<file path="config.mk">
export PLATFORM = sky130hd
export DESIGN_NAME = ring_modulator_mix
export DESIGN_NICKNAME = d
export VERILOG_FILES = /design/src/hdl/rmm_pkg.sv /design/src/hdl/ring_modulator_mix.sv /design/src/hdl/rmm_front.sv /design/src/hdl/rmm_fifo.sv /design/src/hdl/rmm_back.sv
export SDC_FILE = /design/constraint.sdc
export NUM_CORES = 2
export LEC_CHECK = 0
export ABC_AREA = 1
export BUFFER_PORTS_ARGS = -buffer_cell sky130_fd_sc_hd__buf_2
export CAP_MARGIN = 20
export CORE_MARGIN = 4
export CORE_UTILIZATION = 45
export DETAILED_ROUTE_END_ITERATION = 8
export GPL_ROUTABILITY_DRIVEN = 0
export SLEW_MARGIN = 20
export SYNTH_ARGS = -nofsm -noshare
export SYNTH_HDL_FRONTEND = slang
export SYNTH_HIERARCHICAL = 1
export SYNTH_SLANG_ARGS = --single-unit
</file>
<file path="constraint.sdc">
create_clock -name clk -period 11.45 [get_ports clk]
set_input_delay 1.145 -clock clk [delete_from_list [all_inputs] [get_ports clk]]
set_output_delay 1.145 -clock clk [all_outputs]
set_load 0.02 [all_outputs]
</file>
<file path="src/hdl/rmm_pkg.sv">
`timescale 1ns / 1ps

package rmm_pkg;

  localparam int PHASE_BITS      = 32;
  localparam int SINE_TABLE_BITS = 10;
  localparam int QBITS           = SINE_TABLE_BITS - 2;
  localparam int QSIZE           = 1 << QBITS;

  localparam int SAMPLE_W = 16;
  localparam int MIX_W    = 16;
  localparam int STEP_W   = 32;

  localparam logic [16:0] ONE_Q15     = 17'd32768;
  localparam logic [63:0] HALF_PI_Q30 = 64'd1686629713;

  // apb register map, index = paddr[2]
  localparam int          ADDR_W          = 3;
  localparam logic        REG_PHASE_STEP  = 1'b0;
  localparam logic        REG_MIX_WEIGHT  = 1'b1;
  localparam logic [15:0] MIX_RESET       = 16'd16384;

  localparam int QDEPTH  = 2;
  localparam int QPTR_W  = (QDEPTH > 1) ? $clog2(QDEPTH) : 1;
  localparam int QCNT_W  = $clog2(QDEPTH + 1);

  typedef struct packed {
    logic signed [SAMPLE_W-1:0] sample;
    logic signed [15:0]         sine;
  } rmm_item_t;

  typedef struct packed {
    logic full;
    logic empty;
  } rmm_qstat_t;

  typedef logic [QSIZE-1:0][14:0] qtab_t;

  // first-quadrant sine magnitude in q15, integer taylor series in q30
  function automatic logic [14:0] sine_mag(input logic [QBITS:0] eff);
    logic [63:0] a;
    logic [63:0] term;
    logic [63:0] sum;
    logic [63:0] mag;
    a    = (HALF_PI_Q30 * 64'(eff)) >> QBITS;
    term = a;
    sum  = a;
    term = (((term * a) >> 30) * a >> 30) / 64'd6;
    sum  = sum - term;
    term = (((term * a) >> 30) * a >> 30) / 64'd20;
    sum  = sum + term;
    term = (((term * a) >> 30) * a >> 30) / 64'd42;
    sum  = sum - term;
    term = (((term * a) >> 30) * a >> 30) / 64'd72;
    sum  = sum + term;
    term = (((term * a) >> 30) * a >> 30) / 64'd110;
    sum  = sum - term;
    term = (((term * a) >> 30) * a >> 30) / 64'd156;
    sum  = sum + term;
    term = (((term * a) >> 30) * a >> 30) / 64'd210;
    sum  = sum - term;
    term = (((term * a) >> 30) * a >> 30) / 64'd272;
    sum  = sum + term;
    mag  = (sum + 64'd16384) >> 15;
    if (mag > 64'd32767) begin
      mag = 64'd32767;
    end
    return mag[14:0];
  endfunction

  function automatic qtab_t build_qtab();
    qtab_t t;
    for (int k = 0; k < QSIZE; k++) begin
      t[k] = sine_mag((QBITS+1)'(k));
    end
    return t;
  endfunction

  localparam qtab_t       QTAB  = build_qtab();
  localparam logic [14:0] QPEAK = sine_mag((QBITS+1)'(QSIZE));

endpackage

</file>
<file path="src/hdl/ring_modulator_mix.sv">
`timescale 1ns / 1ps

// Ring modulator with sine carrier and dry/wet blend. Each transfer on the s_ side carries one
// signed 16-bit sample; one result sample leaves on the m_ side per input, in order:
// y = (1 - mix) * x + mix * sin(phase) * x, truncated toward zero, with mix_weight in Q1.15
// (values above 32768 act as 32768). The phase is a 32-bit fraction of a turn, cleared by
// reset, and moves by phase_step after each sample; the sine comes from a quarter-wave table
// addressed by the top 10 phase bits. The input side holds each sample until it is written
// into a two-entry queue and takes no new sample meanwhile; the back end handles one sample
// at a time in four steps (queue read, mix multiply, sample multiply, truncation into the
// output register) and reads the next only once its result is loaded. Registers:
// phase_step at 0x0, mix_weight at 0x4 (reset 16384); write them only while the block is idle.
module ring_modulator_mix
  import rmm_pkg::*;
(
  input  logic              clk,
  input  logic              rst,
  input  logic              s_tvalid,
  output logic              s_tready,
  input  logic [15:0]       s_tdata,   // [15:0] sample_in
  output logic              m_tvalid,
  input  logic              m_tready,
  output logic [15:0]       m_tdata,   // [15:0] sample_out
  input  logic              psel,
  input  logic              penable,
  input  logic              pwrite,
  input  logic [ADDR_W-1:0] paddr,
  input  logic [31:0]       pwdata,
  output logic [31:0]       prdata,
  output logic              pready
);

  logic [STEP_W-1:0] phase_step;
  logic [MIX_W-1:0]  mix_weight;
  logic              cfg_wr;

  logic       push;
  logic       pop;
  rmm_item_t  push_item;
  rmm_item_t  pop_item;
  rmm_qstat_t qstat;
  logic signed [SAMPLE_W-1:0] out_sample;

  assign pready = 1'b1;
  assign cfg_wr = psel && penable && pwrite && pready;

  always_ff @(posedge clk) begin
    if (rst) begin
      phase_step <= '0;
      mix_weight <= MIX_RESET;
    end else if (cfg_wr) begin
      case (paddr[2])
        REG_PHASE_STEP: phase_step <= pwdata[STEP_W-1:0];
        REG_MIX_WEIGHT: mix_weight <= pwdata[MIX_W-1:0];
        default:        ;
      endcase
    end
  end

  always_comb begin
    case (paddr[2])
      REG_PHASE_STEP: prdata = phase_step;
      REG_MIX_WEIGHT: prdata = {16'b0, mix_weight};
      default:        prdata = '0;
    endcase
  end

  rmm_front u_front (
    .clk        (clk),
    .rst        (rst),
    .phase_step (phase_step),
    .in_valid   (s_tvalid),
    .in_ready   (s_tready),
    .in_sample  (s_tdata),
    .push       (push),
    .push_item  (push_item),
    .qstat      (qstat)
  );

  rmm_fifo u_fifo (
    .clk       (clk),
    .rst       (rst),
    .push      (push),
    .push_item (push_item),
    .pop       (pop),
    .pop_item  (pop_item),
    .qstat     (qstat)
  );

  rmm_back u_back (
    .clk        (clk),
    .rst        (rst),
    .mix_weight (mix_weight),
    .qstat      (qstat),
    .pop        (pop),
    .pop_item   (pop_item),
    .out_valid  (m_tvalid),
    .out_ready  (m_tready),
    .out_sample (out_sample)
  );

  assign m_tdata = out_sample;

  // queue never written while full
  assert property (@(posedge clk) disable iff (rst) qstat.full |-> !push)
    else $error("queue overflow");

  // queue never read while empty
  assert property (@(posedge clk) disable iff (rst) qstat.empty |-> !pop)
    else $error("queue underflow");

  // input side only stalls after taking a sample
  assert property (@(posedge clk) disable iff (rst)
      (s_tvalid && s_tready) |=> !s_tready)
    else $error("front accepted a sample without holding it");

  // every queue write comes from a held sample, never in the cycle of a new transfer
  assert property (@(posedge clk) disable iff (rst) push |-> !s_tready)
    else $error("queue write without a held sample");

endmodule

</file>
<file path="src/hdl/rmm_front.sv">
`timescale 1ns / 1ps

module rmm_front
  import rmm_pkg::*;
(
  input  logic                       clk,
  input  logic                       rst,
  input  logic [STEP_W-1:0]          phase_step,
  input  logic                       in_valid,
  output logic                       in_ready,
  input  logic signed [SAMPLE_W-1:0] in_sample,
  output logic                       push,
  output rmm_item_t                  push_item,
  input  rmm_qstat_t                 qstat
);

  logic                        busy;
  logic [PHASE_BITS-1:0]       phase;
  logic signed [SAMPLE_W-1:0]  sample;
  logic                        neg;
  logic [14:0]                 mag;

  logic [PHASE_BITS+STEP_W-1:0] step_wide;
  logic [PHASE_BITS-1:0]        step_al;
  logic [SINE_TABLE_BITS-1:0]   idx;
  logic [1:0]                   quad;
  logic [QBITS-1:0]             pos;
  logic [QBITS-1:0]             addr;
  logic                         at_peak;
  logic                         accept;

  // step scaled by 2^(PHASE_BITS-32), low bits dropped when narrower
  assign step_wide = {phase_step, PHASE_BITS'(0)};
  assign step_al   = step_wide[PHASE_BITS+STEP_W-1:STEP_W];

  assign idx     = phase[PHASE_BITS-1 -: SINE_TABLE_BITS];
  assign quad    = idx[SINE_TABLE_BITS-1:SINE_TABLE_BITS-2];
  assign pos     = idx[QBITS-1:0];
  // odd quadrants run backward; start of an odd quadrant is the peak
  assign at_peak = quad[0] && (pos == '0);
  assign addr    = quad[0] ? QBITS'(-pos) : pos;

  assign in_ready = !busy;
  assign accept   = in_valid && in_ready;
  assign push     = busy && !qstat.full;

  assign push_item.sample = sample;
  assign push_item.sine   = neg ? -$signed({1'b0, mag}) : $signed({1'b0, mag});

  always_ff @(posedge clk) begin
    if (rst) begin
      busy  <= 1'b0;
      phase <= '0;
    end else begin
      if (accept) begin
        busy  <= 1'b1;
        phase <= phase + step_al;
      end else if (push) begin
        busy <= 1'b0;
      end
    end
  end

  always_ff @(posedge clk) begin
    if (accept) begin
      sample <= in_sample;
      neg    <= quad[1];
      mag    <= at_peak ? QPEAK : QTAB[addr];
    end
  end

endmodule

</file>
<file path="src/hdl/rmm_fifo.sv">
`timescale 1ns / 1ps

module rmm_fifo
  import rmm_pkg::*;
(
  input  logic       clk,
  input  logic       rst,
  input  logic       push,
  input  rmm_item_t  push_item,
  input  logic       pop,
  output rmm_item_t  pop_item,
  output rmm_qstat_t qstat
);

  rmm_item_t           mem [QDEPTH];
  logic [QPTR_W-1:0]   wptr;
  logic [QPTR_W-1:0]   rptr;
  logic [QCNT_W-1:0]   count;

  assign qstat.full  = (count == QCNT_W'(QDEPTH));
  assign qstat.empty = (count == '0);
  assign pop_item    = mem[rptr];

  always_ff @(posedge clk) begin
    if (rst) begin
      wptr  <= '0;
      rptr  <= '0;
      count <= '0;
    end else begin
      if (push) begin
        wptr <= (wptr == QPTR_W'(QDEPTH - 1)) ? '0 : wptr + 1'b1;
      end
      if (pop) begin
        rptr <= (rptr == QPTR_W'(QDEPTH - 1)) ? '0 : rptr + 1'b1;
      end
      if (push && !pop) begin
        count <= count + 1'b1;
      end else if (pop && !push) begin
        count <= count - 1'b1;
      end
    end
  end

  always_ff @(posedge clk) begin
    if (push) begin
      mem[wptr] <= push_item;
    end
  end

endmodule

</file>
<file path="src/hdl/rmm_back.sv">
`timescale 1ns / 1ps

module rmm_back
  import rmm_pkg::*;
(
  input  logic                       clk,
  input  logic                       rst,
  input  logic [MIX_W-1:0]           mix_weight,
  input  rmm_qstat_t                 qstat,
  output logic                       pop,
  input  rmm_item_t                  pop_item,
  output logic                       out_valid,
  input  logic                       out_ready,
  output logic signed [SAMPLE_W-1:0] out_sample
);

  localparam logic [1:0] B_IDLE = 2'd0;
  localparam logic [1:0] B_MUL1 = 2'd1;
  localparam logic [1:0] B_MUL2 = 2'd2;
  localparam logic [1:0] B_RND  = 2'd3;

  logic [1:0]                 state;
  logic [1:0]                 state_next;
  logic signed [SAMPLE_W-1:0] sample;
  logic signed [15:0]         sine;
  logic signed [31:0]         gain;
  logic signed [47:0]         num;

  logic [16:0]                mix;
  logic [16:0]                dry;
  logic signed [33:0]         wet;
  logic signed [31:0]         gain_next;
  logic signed [47:0]         num_next;
  logic signed [47:0]         biased;
  logic                       load_out;

  // mix above one acts as one
  assign mix = ({1'b0, mix_weight} > ONE_Q15) ? ONE_Q15 : {1'b0, mix_weight};
  assign dry = ONE_Q15 - mix;
  assign wet = $signed({1'b0, mix}) * sine;

  assign gain_next = $signed({dry[16:0], 15'b0}) + wet[31:0];
  assign num_next  = gain * sample;

  // bias negatives so the arithmetic shift truncates toward zero
  assign biased = num + (num[47] ? 48'sh3FFF_FFFF : 48'sh0);

  assign pop      = (state == B_IDLE) && !qstat.empty;
  assign load_out = (state == B_RND) && (!out_valid || out_ready);

  always_comb begin
    state_next = state;
    case (state)
      B_IDLE:  if (pop) state_next = B_MUL1;
      B_MUL1:  state_next = B_MUL2;
      B_MUL2:  state_next = B_RND;
      B_RND:   if (load_out) state_next = B_IDLE;
      default: state_next = B_IDLE;
    endcase
  end

  always_ff @(posedge clk) begin
    if (rst) begin
      state     <= B_IDLE;
      out_valid <= 1'b0;
    end else begin
      state <= state_next;
      if (load_out) begin
        out_valid <= 1'b1;
      end else if (out_ready) begin
        out_valid <= 1'b0;
      end
    end
  end

  always_ff @(posedge clk) begin
    if (pop) begin
      sample <= pop_item.sample;
      sine   <= pop_item.sine;
    end
    if (state == B_MUL1) begin
      gain <= gain_next;
    end
    if (state == B_MUL2) begin
      num <= num_next;
    end
    if (load_out) begin
      out_sample <= biased[30+SAMPLE_W-1:30];
    end
  end

endmodule

</file>
==> impl_metrics.json <==
{
  "syn-num-nets": 7634,
  "nNetsFinal": 7621,
  "wire_per_inst_um": 17.44,
  "yosys-top-cells-area": "fa_1, nand2_1, edfxtp_1",
  "max_cap_violations": 0,
  "ant_nets": 0,
  "cts_resized": 0,
  "hold_slack_ps": 438.3,
  "finalWirelength_mm": 139.3,
  "hold_buffers": 0,
  "tightest_slew_ps": 1103,
  "port_buffers": 105,
  "die_w_um": 337.1,
  "synth.avg_cell_area_sq_um": 7.423,
  "cts_root_buf": "clkbuf_16",
  "synthFlopType": "edfxtp_1",
  "setup_tns_ps": 0,
  "async_flop_share": 0,
  "place_ws_ps": 4140,
  "grtUsageMet1": 0.3233,
  "ys_ff_latch": 312,
  "slowest_delay_ps": 580,
  "slowest_stage": "inv_1",
  "crit_top_cell": "nand2_1",
  "post-route-period-util": 0.6481,
  "htree_num_levels": 2,
  "r2r_start": "mix_weight[6]",
  "fillers": 10782,
  "grt-busiest-layer": "met2",
  "finalSetupViolations": 0,
  "use_met3": 0.04081,
  "worstPathRequired_ps": 11810,
  "crit_fanout": 24,
  "path_clk_slew_ps": 60,
  "critical_path_class": "flop to flop",
  "grt_pass1_vias": 42402,
  "hpwl_mm": 109.4,
  "critPathArrivalTime_ps": 7780,
  "antenna_found_initial": 2,
  "cts-buffers-inserted": 39,
  "post-cts-setup-buffer-count": 0,
  "start_kind": "flop",
  "ios": 109,
  "finalClockSkew_ps": 35.27,
  "postSynthCellCount": 6566,
  "drv_slew": 0,
  "synthDistinctLibCells": 52,
  "min_from": "u_front/sample[10]",
  "start_util": 0.4540,
  "hold_viol_final": 0,
  "max_freq_mhz": 134.8,
  "grt_pass1_wl_mm": 225.4,
  "dr.pass1.iters": 9,
  "period_minus_slack_ps": 7421,
  "grtUsageMet2": 0.4235,
  "coreArea_sq_um": 107400,
  "cts_tree": "built",
  "final_common_cell": "nand2_1",
  "synth_seq_area_share": 0.1739,
  "die_area_sq_um": 113600,
  "end_kind": "flop",
  "drc_errors": 0,
  "insertion_delay_ps": 610,
  "yosys_warnings": 6,
  "timing.slew.headroom": 0.2630,
  "synthToLayoutAreaGrowth_pct": 5.927,
  "rsz0062_at_grt": "false",
  "die_h_um": 337.1,
  "min_path_type": "flop to flop",
  "layout-drive-gt1-share": 0.04876,
  "cts.sink_count": 312,
  "rows": 120,
  "status": "finished, final reports clean",
  "synth_top_area_cell": "fa_1",
  "worstSetupStartpoint": "mix_weight[6]",
  "synth-edff-count": 223,
  "yosysTopAreaCellShare": 0.2863,
  "cts_buffer_depth": 3,
  "drtIter0Drc": 3598,
  "grt-ovfl-total": 0,
  "grt.total_usage": 0.2498,
  "grt_max_degree": 76,
  "vias": 41642,
  "vias_per_cell": 5.214,
  "fin_ws_ps": 4029,
  "synthesis.area_sq_um": 48740,
  "layout_common_cells": "nand2_1, inv_1, fa_1"
}
==> through the flow <==
stage,std cells,utilization,instance area [sq um]
final,7987,0.4809,51630
after global routing,7986,0.4809,51630
after CTS,7985,0.4808,51620
after detailed placement,7914,0.4692,50370
after global placement,7914,0.4692,50370
after floorplan,6566,-,48740
==> kinds of logic (layout without fill, tap and decap cells) <==
group | count (synthesis) | after routing | synth area share
xor+xnor | 97 | 97 | 0.01771
other cells | 1 | 2 | 0.00007694
mux | 32 | 32 | 0.009703
compound gates | 423 | 423 | 0.04682
flops | 312 | 312 | 0.1739
buf+inv | 1639 | 1656 | 0.1311
simple gates | 3052 | 3052 | 0.2541
fa+ha+maj | 1010 | 1010 | 0.3666
==> state kept, by name, summed over array words and instances (netlist names), named ones only <==
signal / count
u_back/state: 2
phase_step: 32
u_fifo/rptr: 1
u_front/neg: 1
u_back/gain: 32
u_back/num: 47
u_front/busy: 1
u_front/sample: 16
u_back/out_valid: 1
u_back/out_sample: 16
u_back/sine: 16
mix_weight: 16
u_fifo/count: 2
u_front/mag: 15
u_fifo/wptr: 1
u_back/sample: 16
u_fifo/mem: 64
u_front/phase: 32
==> worst paths after layout <==
path | end | depth (start not counted) | slack [ps]
setup / recovery | u_back/gain[31] | 28 | 4030
setup reg to reg | u_back/gain[31] | 28 | 4030
hold reg to reg | u_fifo/mem[0][26] | 0 | 440
hold / removal | u_fifo/mem[0][26] | 0 | 440
==> layout make-up <==
class                      count  area (sq um)  area share
multi-input combinational   4615         33900      0.6567
sequential                   312          8479      0.1642
inverter                    1439          5404      0.1047
tap                         1403          1755     0.03400
clock buffer                  47          1016     0.01968
timing repair buffer         146         837.1     0.01621
clock inverter                24         232.7    0.004507
antenna                        1         2.502  0.00004847
==> cell usage after synthesis (5+ instances only) <==
library cell     n
a21boi_0         8
a21o_1          14
a21oi_1        192
buf_1            6
buf_2           49
buf_4           23
buf_6            5
clkbuf_1       114
clkinv_1         6
dfxtp_1         89
edfxtp_1       223
fa_1           697
ha_1           313
inv_1         1426
inv_2            6
mux2_4          30
nand2_1       1932
nand2_2         12
nand3_1        342
nand3b_1         9
nand4_1         62
nor2_1         592
nor2_2           8
nor3_1          36
o211ai_1        14
o21ai_0        152
o21ai_1         12
o21bai_1        14
or2_2           34
xnor2_1         16
xor2_1          80
==> routing by layer <==
layer / routed length, um / share of wire
met1: 57520 / 0.41
met2: 65500 / 0.47
met3: 10380 / 0.075
met4: 5899 / 0.042
met5: 11 / 0.000079
==> critical path: cells and delay by family, from the launching register on <==
kind | cells | cell delay [ps]
adders and majority gates | 7 | 3450
and+or+nand+nor | 15 | 2220
buffers and inverters | 5 | 810
DFF | 1 | 400
AOI/OAI and AO/OA | 1 | 250
Power is left out: the tool's default activity adds up to more than one toggle a clock period on the data nets, which glitch-free logic cannot reach.
